### src/design/ppp_pkg.sv
// Shared widths, saturation constants and lane flag type for the point projection block.
package ppp_pkg;

  // Coefficient and coordinate width.
  localparam int CW = 32;
  // Configuration data width.
  localparam int PW = 64;
  // Width of an exact homogeneous sum: three 64-bit products plus a shifted offset.
  localparam int HW = 66;
  // Width of the magnitude of a homogeneous sum.
  localparam int MW = 66;
  // Quotient width.
  localparam int QW = 32;
  // Partial remainder width, large enough for the divisor shifted by the quotient width.
  localparam int RW = MW + QW;

  // Saturation values of a 32-bit signed coordinate.
  localparam logic [QW-1:0] SAT_POS = 32'h7FFF_FFFF;
  localparam logic [QW-1:0] SAT_NEG = 32'h8000_0000;

  // Configuration register indexes.
  localparam logic [2:0] REG_P_ROW0_A = 3'd0;
  localparam logic [2:0] REG_P_ROW0_B = 3'd1;
  localparam logic [2:0] REG_P_ROW1_A = 3'd2;
  localparam logic [2:0] REG_P_ROW1_B = 3'd3;
  localparam logic [2:0] REG_P_ROW2_A = 3'd4;
  localparam logic [2:0] REG_P_ROW2_B = 3'd5;
  localparam logic [2:0] REG_P_LAST   = 3'd5;
  localparam logic [2:0] REG_HEIGHT   = 3'd6;
  localparam logic [2:0] REG_WIDTH    = 3'd7;

  // Per-lane sideband that travels with a quotient through the divider.
  typedef struct packed {
    logic dzero;  // divisor is zero
    logic nneg;   // numerator is negative
    logic nzero;  // numerator is zero
    logic qneg;   // quotient is negative
    logic ovf;    // quotient is known to need more than 32 bits
  } lane_flags_t;

endpackage

### src/design/ppp_div_step.sv
// One restoring division step that resolves a single quotient bit.
module ppp_div_step #(
  parameter int SHIFT = 0
) (
  input  logic                         clk_i,
  input  logic                         en_i,
  input  logic [ppp_pkg::RW-1:0]       rem_i,
  input  logic [ppp_pkg::MW-1:0]       den_i,
  input  logic [ppp_pkg::QW-1:0]       quo_i,
  input  ppp_pkg::lane_flags_t         flags_i,
  output logic [ppp_pkg::RW-1:0]       rem_o,
  output logic [ppp_pkg::MW-1:0]       den_o,
  output logic [ppp_pkg::QW-1:0]       quo_o,
  output ppp_pkg::lane_flags_t         flags_o
);
  import ppp_pkg::*;

  localparam int RW1 = RW + 1;

  logic [RW:0]    dsh;
  logic [RW:0]    diff;
  logic           take;
  logic [QW-1:0]  quo_d;
  logic [RW-1:0]  rem_d;

  // Trial subtraction of the shifted divisor; no borrow means the bit is one.
  always_comb begin
    dsh          = RW1'(den_i) << SHIFT;
    diff         = {1'b0, rem_i} - dsh;
    take         = !diff[RW];
    rem_d        = take ? diff[RW-1:0] : rem_i;
    quo_d        = quo_i;
    quo_d[SHIFT] = take;
  end

  always_ff @(posedge clk_i) begin
    if (en_i) begin
      rem_o   <= rem_d;
      den_o   <= den_i;
      quo_o   <= quo_d;
      flags_o <= flags_i;
    end
  end

endmodule

### config.mk
export PLATFORM = sky130hd
export DESIGN_NAME = ppp_div_step
export DESIGN_NICKNAME = d
export VERILOG_FILES = /design/src/design/ppp_pkg.sv /design/src/design/ppp_div_step.sv
export SDC_FILE = /design/constraint.sdc
export NUM_CORES = 1
export LEC_CHECK = 0
export BUFFER_PORTS_ARGS = -buffer_cell sky130_fd_sc_hd__buf_2
export CORE_MARGIN = 1
export CORE_UTILIZATION = 35
export CTS_CLUSTER_DIAMETER = 50
export DETAILED_ROUTE_END_ITERATION = 8
export HOLD_SLACK_MARGIN = 0.03
export SKIP_LAST_GASP = 1
export SLEW_MARGIN = 20
export SYNTH_ARGS = -nofsm -noshare
export SYNTH_HDL_FRONTEND = slang
export SYNTH_SLANG_ARGS = --single-unit
### constraint.sdc
create_clock -name clk_i -period 2.99 [get_ports clk_i]
set_input_delay 0.299 -clock clk_i [delete_from_list [all_inputs] [get_ports clk_i]]
set_output_delay 0.299 -clock clk_i [all_outputs]
set_load 0.02 [all_outputs]
==> qor.yml, run 1 <==
placed_design:
  dp_hpwl_um: 34300
  globalplace.congestion: 0.898
  place_inst: 2327
  dpl-instance-area_um2: 16900
  preCtsSetupSlack_ps: -957
  portBuffers: 402
grt:
  grt_overflow: 0
  track_usage: 0.241
  grt_pass1_vias: 12500
  grt_max_degree: 74
  grt_pass1_wl_um: 67500
  antenna_found_initial: 2
yosys:
  synthArstFlopShare: 0
  netlist_area_um2: 12200
  synth-edff-count: 201
  yosysWarnings: 0
  synth_top_flop_cell: "edfxtp_1"
  syn_area_per_cell_um2: 10.0
  synth_nets: 1491
  syn_inst: 1221
  yosysUniqueCellTypes: 64
  synth_seq_cells: 201
  synth-seq-area-share: 0.494
critical_path:
  start_kind: "input pin"
  worst_ep_arrival_time_ps: 3200
  cp.required_ps: 3290
  path_max_fanout: 5
  end_kind: "flip-flop"
  critPathKind: "in2reg"
detailed_routing:
  routed_wl_um: 44400
  vias: 12400
  drc_errors: 0
  detail-route-antenna-nets: 0
  viasPerCell: 4.97
  wl_per_cell_um: 17.8
  drt_first_pass_iters: 5
  drt_iter0_drc: 773
floorplan:
  die_x_um: 189
  core.rowCount: 68
  ios: 404
  design.core.area_um2: 34500
  dieArea_um2: 35700
  die_h_um: 189
  start_util: 0.355
timing:
  worst_pin_slew_ps: 668
  period_share: 0.972
  slew-limit-headroom: 0.550
  rsz0062_at_grt: "true"
  finalSetupViolations: 0
  maxSlewViolCount: 0
  max_freq_ghz: 0.344
  hold_viol_final: 0
  setup_slack_ps: 84.6
  min_period_ps: 2910
cts:
  root_buffer: "clkbuf_16"
  cts_inserted_buffers: 31
  tritoncts: "yes"
  path_clk_slew_ps: 60
  cts_sinks: 201
  cts_max_level: 1
  cts.path.max_buffers: 3
final_layout:
  num-fill-cells: 3131
  final_common_cell: "buf_2"
  final_cell_mix: "buf_2 (401), buf_4 (300), edfxtp_1 (201), a21oi_1 (136), nor2_1 (120)"
  postLayoutCellArea_um2: 19400
  fin_nets: 2290
  synthToLayoutAreaGrowth_pct: 58.4
  drive_gt1_frac: 0.411
  layout.cells.non_filler: 2500
pwr:
  p_per_area_nw_per_um2: 516
  leakagePower_nw: 8.78
  peakVddDrop_mv: 0.530
hold_path:
  hold_class: "in2reg"
run_status:
  outcome: "complete, no violations"
flow_run:
  drv_cap: 0
-- final timing paths --
path                  startpoint   endpoint  cells past startpoint
worst max-delay path   den_i[44]  rem_o[86]                     13
worst min-delay path   rem_i[55]  rem_o[55]                      3
-- where the power goes --
part           internal, mW  switching (mW)
Clock                  2.13            1.42
Sequential             3.49          0.0931
Combinational          1.27            1.59
Total                  6.89            3.10
-- cell usage after synthesis, types with 19 or more instances --
cell type  instances  area share
nand2_1           89       0.027
ha_1              66       0.068
xnor2_1           36       0.026
xor2_1            60       0.043
nor2_1           125       0.038
o21ai_0           54       0.022
clkbuf_1          46       0.014
a21oi_1          140       0.057
edfxtp_1         201        0.49
nand3_1           19      0.0078
a21o_1            31       0.019
nor3_1            25       0.010
nand4_1           39       0.020
inv_1             93       0.029
nor4_1            20       0.010
-- per-stage QoR --
| step | hold slack [ps] | TNS, ps | power [mW] | utilization |
|---|---|---|---|---|
| floorplan | 398 | -210 | 4.98 | - |
| global placement | 476 | -46750 | 6.30 | 0.491 |
| detailed placement | 478 | -48060 | 6.32 | 0.491 |
| CTS | 38.0 | 0 | 10.0 | 0.554 |
| global route | 58.3 | -70.5 | 10.4 | 0.562 |
| finish | 72.5 | 0 | 9.99 | 0.562 |
-- final cells by class --
| cell class | count | area [µm²] | share of cell area |
|---|---|---|---|
| clock buffers | 35 | 791 | 0.0408 |
| multi-input cells | 870 | 5860 | 0.302 |
| inverters | 94 | 355 | 0.0183 |
| diodes | 1 | 2.50 | 0.000129 |
| repair buffers | 822 | 5540 | 0.286 |
| clock inverters | 22 | 224 | 0.0116 |
| well taps | 455 | 569 | 0.0294 |
| flip-flops and latches | 201 | 6040 | 0.312 |
-- state kept, by name, summed over array words and instances (netlist names) --
name / cells
rem_o: 98
den_o: 66
quo_o: 32
flags_o: 5
-- critical path, cell delays in order --
cell and delay, ps:
dlygate4sd3_1 530, buf_2 110, inv_1 40, ha_1 330
buf_4 180, a21o_1 190, a221oi_2 280, o31ai_2 140
a21oi_2 160, o211ai_1 220, a41oi_1 270, nor4b_4 320
xor2_1 140
-- what timing repair did --
action / CTS / global route
buffers inserted: 0 / 3
hold endpoints to repair: 112 / 0
setup endpoints to repair: 13 / 95
hold buffers: 112 / 0
resized for setup: 7 / 54
pin swaps: 1 / 16
-- kinds of logic after synthesis --
kind of cell | after synthesis | synth area share
simple gates | 371 | 0.145
compound gates | 336 | 0.172
buf+inv | 150 | 0.0508
xor+xnor | 96 | 0.0688
flops | 201 | 0.494
fa+ha+maj | 67 | 0.0692
-- routing by layer --
metal	GRT usage	part of all wire	routed length [µm]
met1	0.311	0.43	19200
met2	0.415	0.49	21800
met3	0.0358	0.053	2370
met4	0.0748	0.025	1100
met5	0	0.00038	17
Note: power is estimated with default switching activity, not from simulation.
==> run 2, diff against run 1 <==
--- a/config.mk
+++ b/config.mk
@@ -7,10 +7,11 @@
 export LEC_CHECK = 0
 export BUFFER_PORTS_ARGS = -buffer_cell sky130_fd_sc_hd__buf_2
 export CORE_MARGIN = 1
-export CORE_UTILIZATION = 35
+export CORE_UTILIZATION = 47
 export CTS_CLUSTER_DIAMETER = 50
 export DETAILED_ROUTE_END_ITERATION = 8
 export HOLD_SLACK_MARGIN = 0.03
+export PLACE_DENSITY = 0.78
 export SKIP_LAST_GASP = 1
 export SLEW_MARGIN = 20
 export SYNTH_ARGS = -nofsm -noshare
==> qor.yml, run 2 (same netlist as run 1, synthesis figures left out) <==
floorplan:
  core.rowCount: 58
  design.core.area_um2: 25300
  die_h_um: 163
  dieArea_um2: 26700
  die_x_um: 163
  ios: 404
  start_util: 0.483
cts:
  cts_inserted_buffers: 27
  root_buffer: "clkbuf_16"
  cts_max_level: 1
  path_clk_slew_ps: 60
  cts_sinks: 201
  tritoncts: "yes"
  cts.path.max_buffers: 3
detailed_routing:
  maxUsedRoutingLayer: "met4"
  drt_first_pass_iters: 6
  drc_errors: 0
  wl_per_cell_um: 19.5
  vias: 13100
  route.met3.wl_um: 3680
  drt_iter0_drc: 1316
  viasPerCell: 5.57
  met1Wirelength_um: 17800
  detail-route-antenna-nets: 0
  routed_wl_um: 45800
  wl_met2_um: 22400
timing:
  min_period_ps: 2990
  rsz0062_at_grt: "true"
  period_share: 0.999
  hold_viol_final: 0
  max_freq_ghz: 0.335
  finalSetupTns_ps: 0
  finalSetupViolations: 0
  worst_pin_slew_ps: 690
  maxSlewViolCount: 0
  slew-limit-headroom: 0.536
final_layout:
  final_cell_mix: "buf_2 (400), buf_4 (285), edfxtp_1 (201), a21oi_1 (135), nor2_1 (122)"
  post-route-util: 0.751
  multi_input_area_um2: 5930
  seq_area_um2: 6040
  largest_reg_flops: 98
  final_common_cell: "buf_2"
  layout.cells.non_filler: 2350
  num-fill-cells: 1721
  synthToLayoutAreaGrowth_pct: 55.6
  regMostFlops: "rem_o"
  reg_top3: "rem_o (98), den_o (66), quo_o (32)"
  drive_gt1_frac: 0.409
  fin_nets: 2264
flow_run:
  drv_cap: 0
run_status:
  outcome: "complete, no violations"
pwr:
  leakagePower_nw: 8.67
  p_per_area_nw_per_um2: 509
  peakVddDrop_mv: 0.504
  total_power_mw: 9.69
grt:
  grt_pass1_wl_um: 66800
  grt_overflow: 0
  grt_pass1_vias: 13000
  antenna_found_initial: 5
  track_usage: 0.320
  grt_max_degree: 65
placed_design:
  place_inst: 2188
  globalplace.congestion: 0.977
  portBuffers: 402
  dp_hpwl_um: 32600
critical_path:
  end_kind: "flip-flop"
  critPathKind: "in2reg"
  start_kind: "input pin"
  critPathLaunch: "den_i[17]"
  path_max_fanout: 4
  worst_ep_arrival_time_ps: 3260
  cp.required_ps: 3260
hold_path:
  hold_start: "rem_i[57]"
  hold_class: "in2reg"
-- run 2: changes by cell type in the layout (fill, tap and decap cells not counted), sizes merged --
cell	delta
buf	-11
bufinv	-1
clkbuf	-6
clkinv	+6
clkinvlp	+1
diode	+4
dlygate4sd3	-11
inv	-7
-- run 2: area by class of cell --
cell class,instances,share of cell area
Multi-Input combinational cell,870,0.311
Sequential cell,201,0.317
Tap cell,330,0.0217
Clock inverter,21,0.0114
Timing Repair Buffer,800,0.283
Inverter,94,0.0189
Clock buffer,29,0.0359
Antenna cell,5,0.000658
-- run 2: worst max-delay path, stage by stage --
cell and delay, ps:
buf_2 100, inv_2 40, ha_4 260, buf_4 120, nand4_1 200, nor4_2 400
a32oi_2 230, a2111oi_4 530, nor3_4 110, buf_6 140, o41ai_4 220, buf_4 190
nand3_4 80, nor4b_4 170, xor2_1 160
-- run 2: layer usage --
layer  vias up  track usage
met5         -            0
met4         0        0.126
met3       145       0.0574
met2       676        0.555
met1      6206        0.393
li1       6055            -
-- run 2: report_power, final --
group	internal, mW	switching, mW	total [mW]
combinational	1.26	1.65	2.91
sequential	3.49	0.0914	3.58
clock	1.81	1.39	3.20
-- run 2: repair_timing --
item | CTS | global route
hold buffers | 101 | 0
hold endpoints to repair | 101 | 0
endpoints found under the setup margin | 15 | 99
buffers inserted | 2 | 5
pin swaps | 1 | 24
gates resized for setup | 4 | 69
-- run 2: worst paths after layout --
path | slack [ps] | end | cells past startpoint
setup / recovery | 4 | rem_o[96] | 15
hold / removal | 60 | rem_o[57] | 3
-- run 2: metrics by stage --
step	hold slack (ps)	cell area [µm²]	setup slack, ps
after global placement	476	16700	-894
final	62.5	19000	4.18
after detailed placement	477	16700	-1030
after CTS	47.6	18600	-33.7
after global routing	58.9	19000	-60.8
after floorplan	398	12200	-40.1
==> run 3, diff against run 2 <==
--- a/config.mk
+++ b/config.mk
@@ -7,11 +7,10 @@
 export LEC_CHECK = 0
 export BUFFER_PORTS_ARGS = -buffer_cell sky130_fd_sc_hd__buf_2
 export CORE_MARGIN = 1
-export CORE_UTILIZATION = 47
+export CORE_UTILIZATION = 25
 export CTS_CLUSTER_DIAMETER = 50
 export DETAILED_ROUTE_END_ITERATION = 8
 export HOLD_SLACK_MARGIN = 0.03
-export PLACE_DENSITY = 0.78
 export SKIP_LAST_GASP = 1
 export SLEW_MARGIN = 20
 export SYNTH_ARGS = -nofsm -noshare
==> qor.yml, run 3 (same netlist as run 1, synthesis figures left out) <==
run_status:
  outcome: "complete, no violations"
grt:
  grt_max_degree: 79
  grt_pass1_wl_um: 72000
  antenna_found_initial: 6
  track_usage: 0.188
  grt_pass1_vias: 12800
  grt_overflow: 0
final_layout:
  fin_nets: 2289
  synthToLayoutAreaGrowth_pct: 61.2
  final_common_cell: "buf_2"
  layout.cells.non_filler: 2662
  num-fill-cells: 4676
  final_cell_mix: "buf_2 (401), buf_4 (301), edfxtp_1 (201), a21oi_1 (137), nor2_1 (120)"
  postLayoutCellArea_um2: 19700
  largest_reg_flops: 98
  post-route-util: 0.411
  reg_top3: "rem_o (98), den_o (66), quo_o (32)"
  multi_input_area_um2: 5820
  seq_area_um2: 6040
  regMostFlops: "rem_o"
  drive_gt1_frac: 0.411
floorplan:
  core.rowCount: 80
  dieArea_um2: 49800
  die_x_um: 223
  design.core.area_um2: 47900
  ios: 404
  start_util: 0.255
  die_h_um: 223
cts:
  root_buffer: "clkbuf_16"
  cts_inserted_buffers: 34
  cts.path.max_buffers: 3
  cts_sinks: 201
  path_clk_slew_ps: 60
  cts_max_level: 2
  tritoncts: "yes"
pwr:
  leakagePower_nw: 8.89
  p_clk_frac: 0.387
  pwr-share-comb: 0.274
  switching_power_mw: 3.30
  total_power_mw: 10.5
  swShare: 0.314
  internal_power_mw: 7.22
  p_per_area_nw_per_um2: 534
  peakVddDrop_mv: 0.384
  seqPwrFrac: 0.340
detailed_routing:
  vias: 12500
  drc_errors: 0
  drt_iter0_drc: 777
  viasPerCell: 4.71
  drt_first_pass_iters: 6
  wl_per_cell_um: 18.4
  detail-route-antenna-nets: 0
  routed_wl_um: 48900
critical_path:
  path_max_fanout: 18
  critPathKind: "in2reg"
  end_kind: "flip-flop"
  cp.required_ps: 3280
  worst_ep_arrival_time_ps: 3250
  start_kind: "input pin"
timing:
  slew-limit-headroom: 0.591
  maxSlewViolCount: 0
  period_share: 0.987
  worst_pin_slew_ps: 608
  min_period_ps: 2950
  finalSetupViolations: 0
  max_freq_ghz: 0.339
  hold_ws_ps: 75.2
  finalSetupTns_ps: 0
  setup_slack_ps: 38.7
  hold_viol_final: 0
  rsz0062_at_grt: "true"
placed_design:
  preCtsSetupSlack_ps: -1550
  dpl-instance-area_um2: 17200
  portBuffers: 402
  place_inst: 2491
  dp_hpwl_um: 37900
  globalplace.congestion: 0.903
hold_path:
  hold_start: "den_i[5]"
  hold_path_end: "den_o[5]"
  hold_class: "in2reg"
  hold_path_depth: 2
flow_run:
  drv_cap: 0
[run 3: cell count changes in the layout (fill, tap and decap cells not counted), sizes merged]
cell / change
clkinv: -2
buf: +15
bufinv: +2
clkbuf: +8
clkinvlp: -1
dlygate4sd3: +2
inv: +6
diode: -3
[run 3: power groups by stage]
stage | registers [mW] | logic (mW) | clock network, mW
after detailed placement | 3.64 | 2.73 | 0
after global routing | 3.61 | 3.10 | 4.27
after floorplan | 4.03 | 0.955 | 0
after global placement | 3.63 | 2.71 | 0
after CTS | 3.58 | 2.86 | 4.20
final | 3.58 | 2.88 | 4.07
[run 3: metal layers]
layer | part of all wire | GRT usage | vias to the layer above
met4 | 0.035 | 0.0696 | 6
met2 | 0.48 | 0.320 | 388
met3 | 0.051 | 0.0411 | 107
li1 | - | - | 6102
met5 | 0.00068 | 0 | -
met1 | 0.43 | 0.232 | 5932
[run 3: final cells by class]
class,instances,share of cell area
Sequential cell,201,0.306
Clock inverter,26,0.0150
Multi-Input combinational cell,870,0.295
Tap cell,615,0.0390
Inverter,94,0.0182
Antenna cell,2,0.000254
Clock buffer,36,0.0446
Timing Repair Buffer,818,0.282
[run 3: worst max-delay path by stage]
stage	from	endpoint	slack (ps)
3_5_place_dp	rem_i[0]	rem_o[96]	-1550
4_1_cts	rem_i[0]	rem_o[92]	-0.4
6_report	den_i[62]	rem_o[89]	40
3_3_place_gp	rem_i[0]	rem_o[96]	-1610
2_1_floorplan	den_i[12]	rem_o[96]	-40
5_1_grt	den_i[43]	rem_o[97]	-20
[run 3: repair_timing]
| action | 4_1_cts | 5_1_grt |
|---|---|---|
| hold buffers | 103 | 0 |
| endpoints found under the hold margin | 103 | 0 |
| pin swaps | 4 | 9 |
| gates resized for setup | 13 | 35 |
| endpoints found under the setup margin | 25 | 97 |
| cloned | 0 | 2 |
| buffers inserted | 0 | 2 |
[run 3: critical path, cell delays in order]
cell and delay, ps:
dlygate4sd3_1 530, buf_2 130, inv_1 40, ha_1 350, nand2_1 130, nor4_2 460
buf_4 200, o311ai_2 90, nand3_1 110, buf_6 170, nor2_8 60, inv_6 150
buf_12 200, nand4_1 140, xnor2_1 160
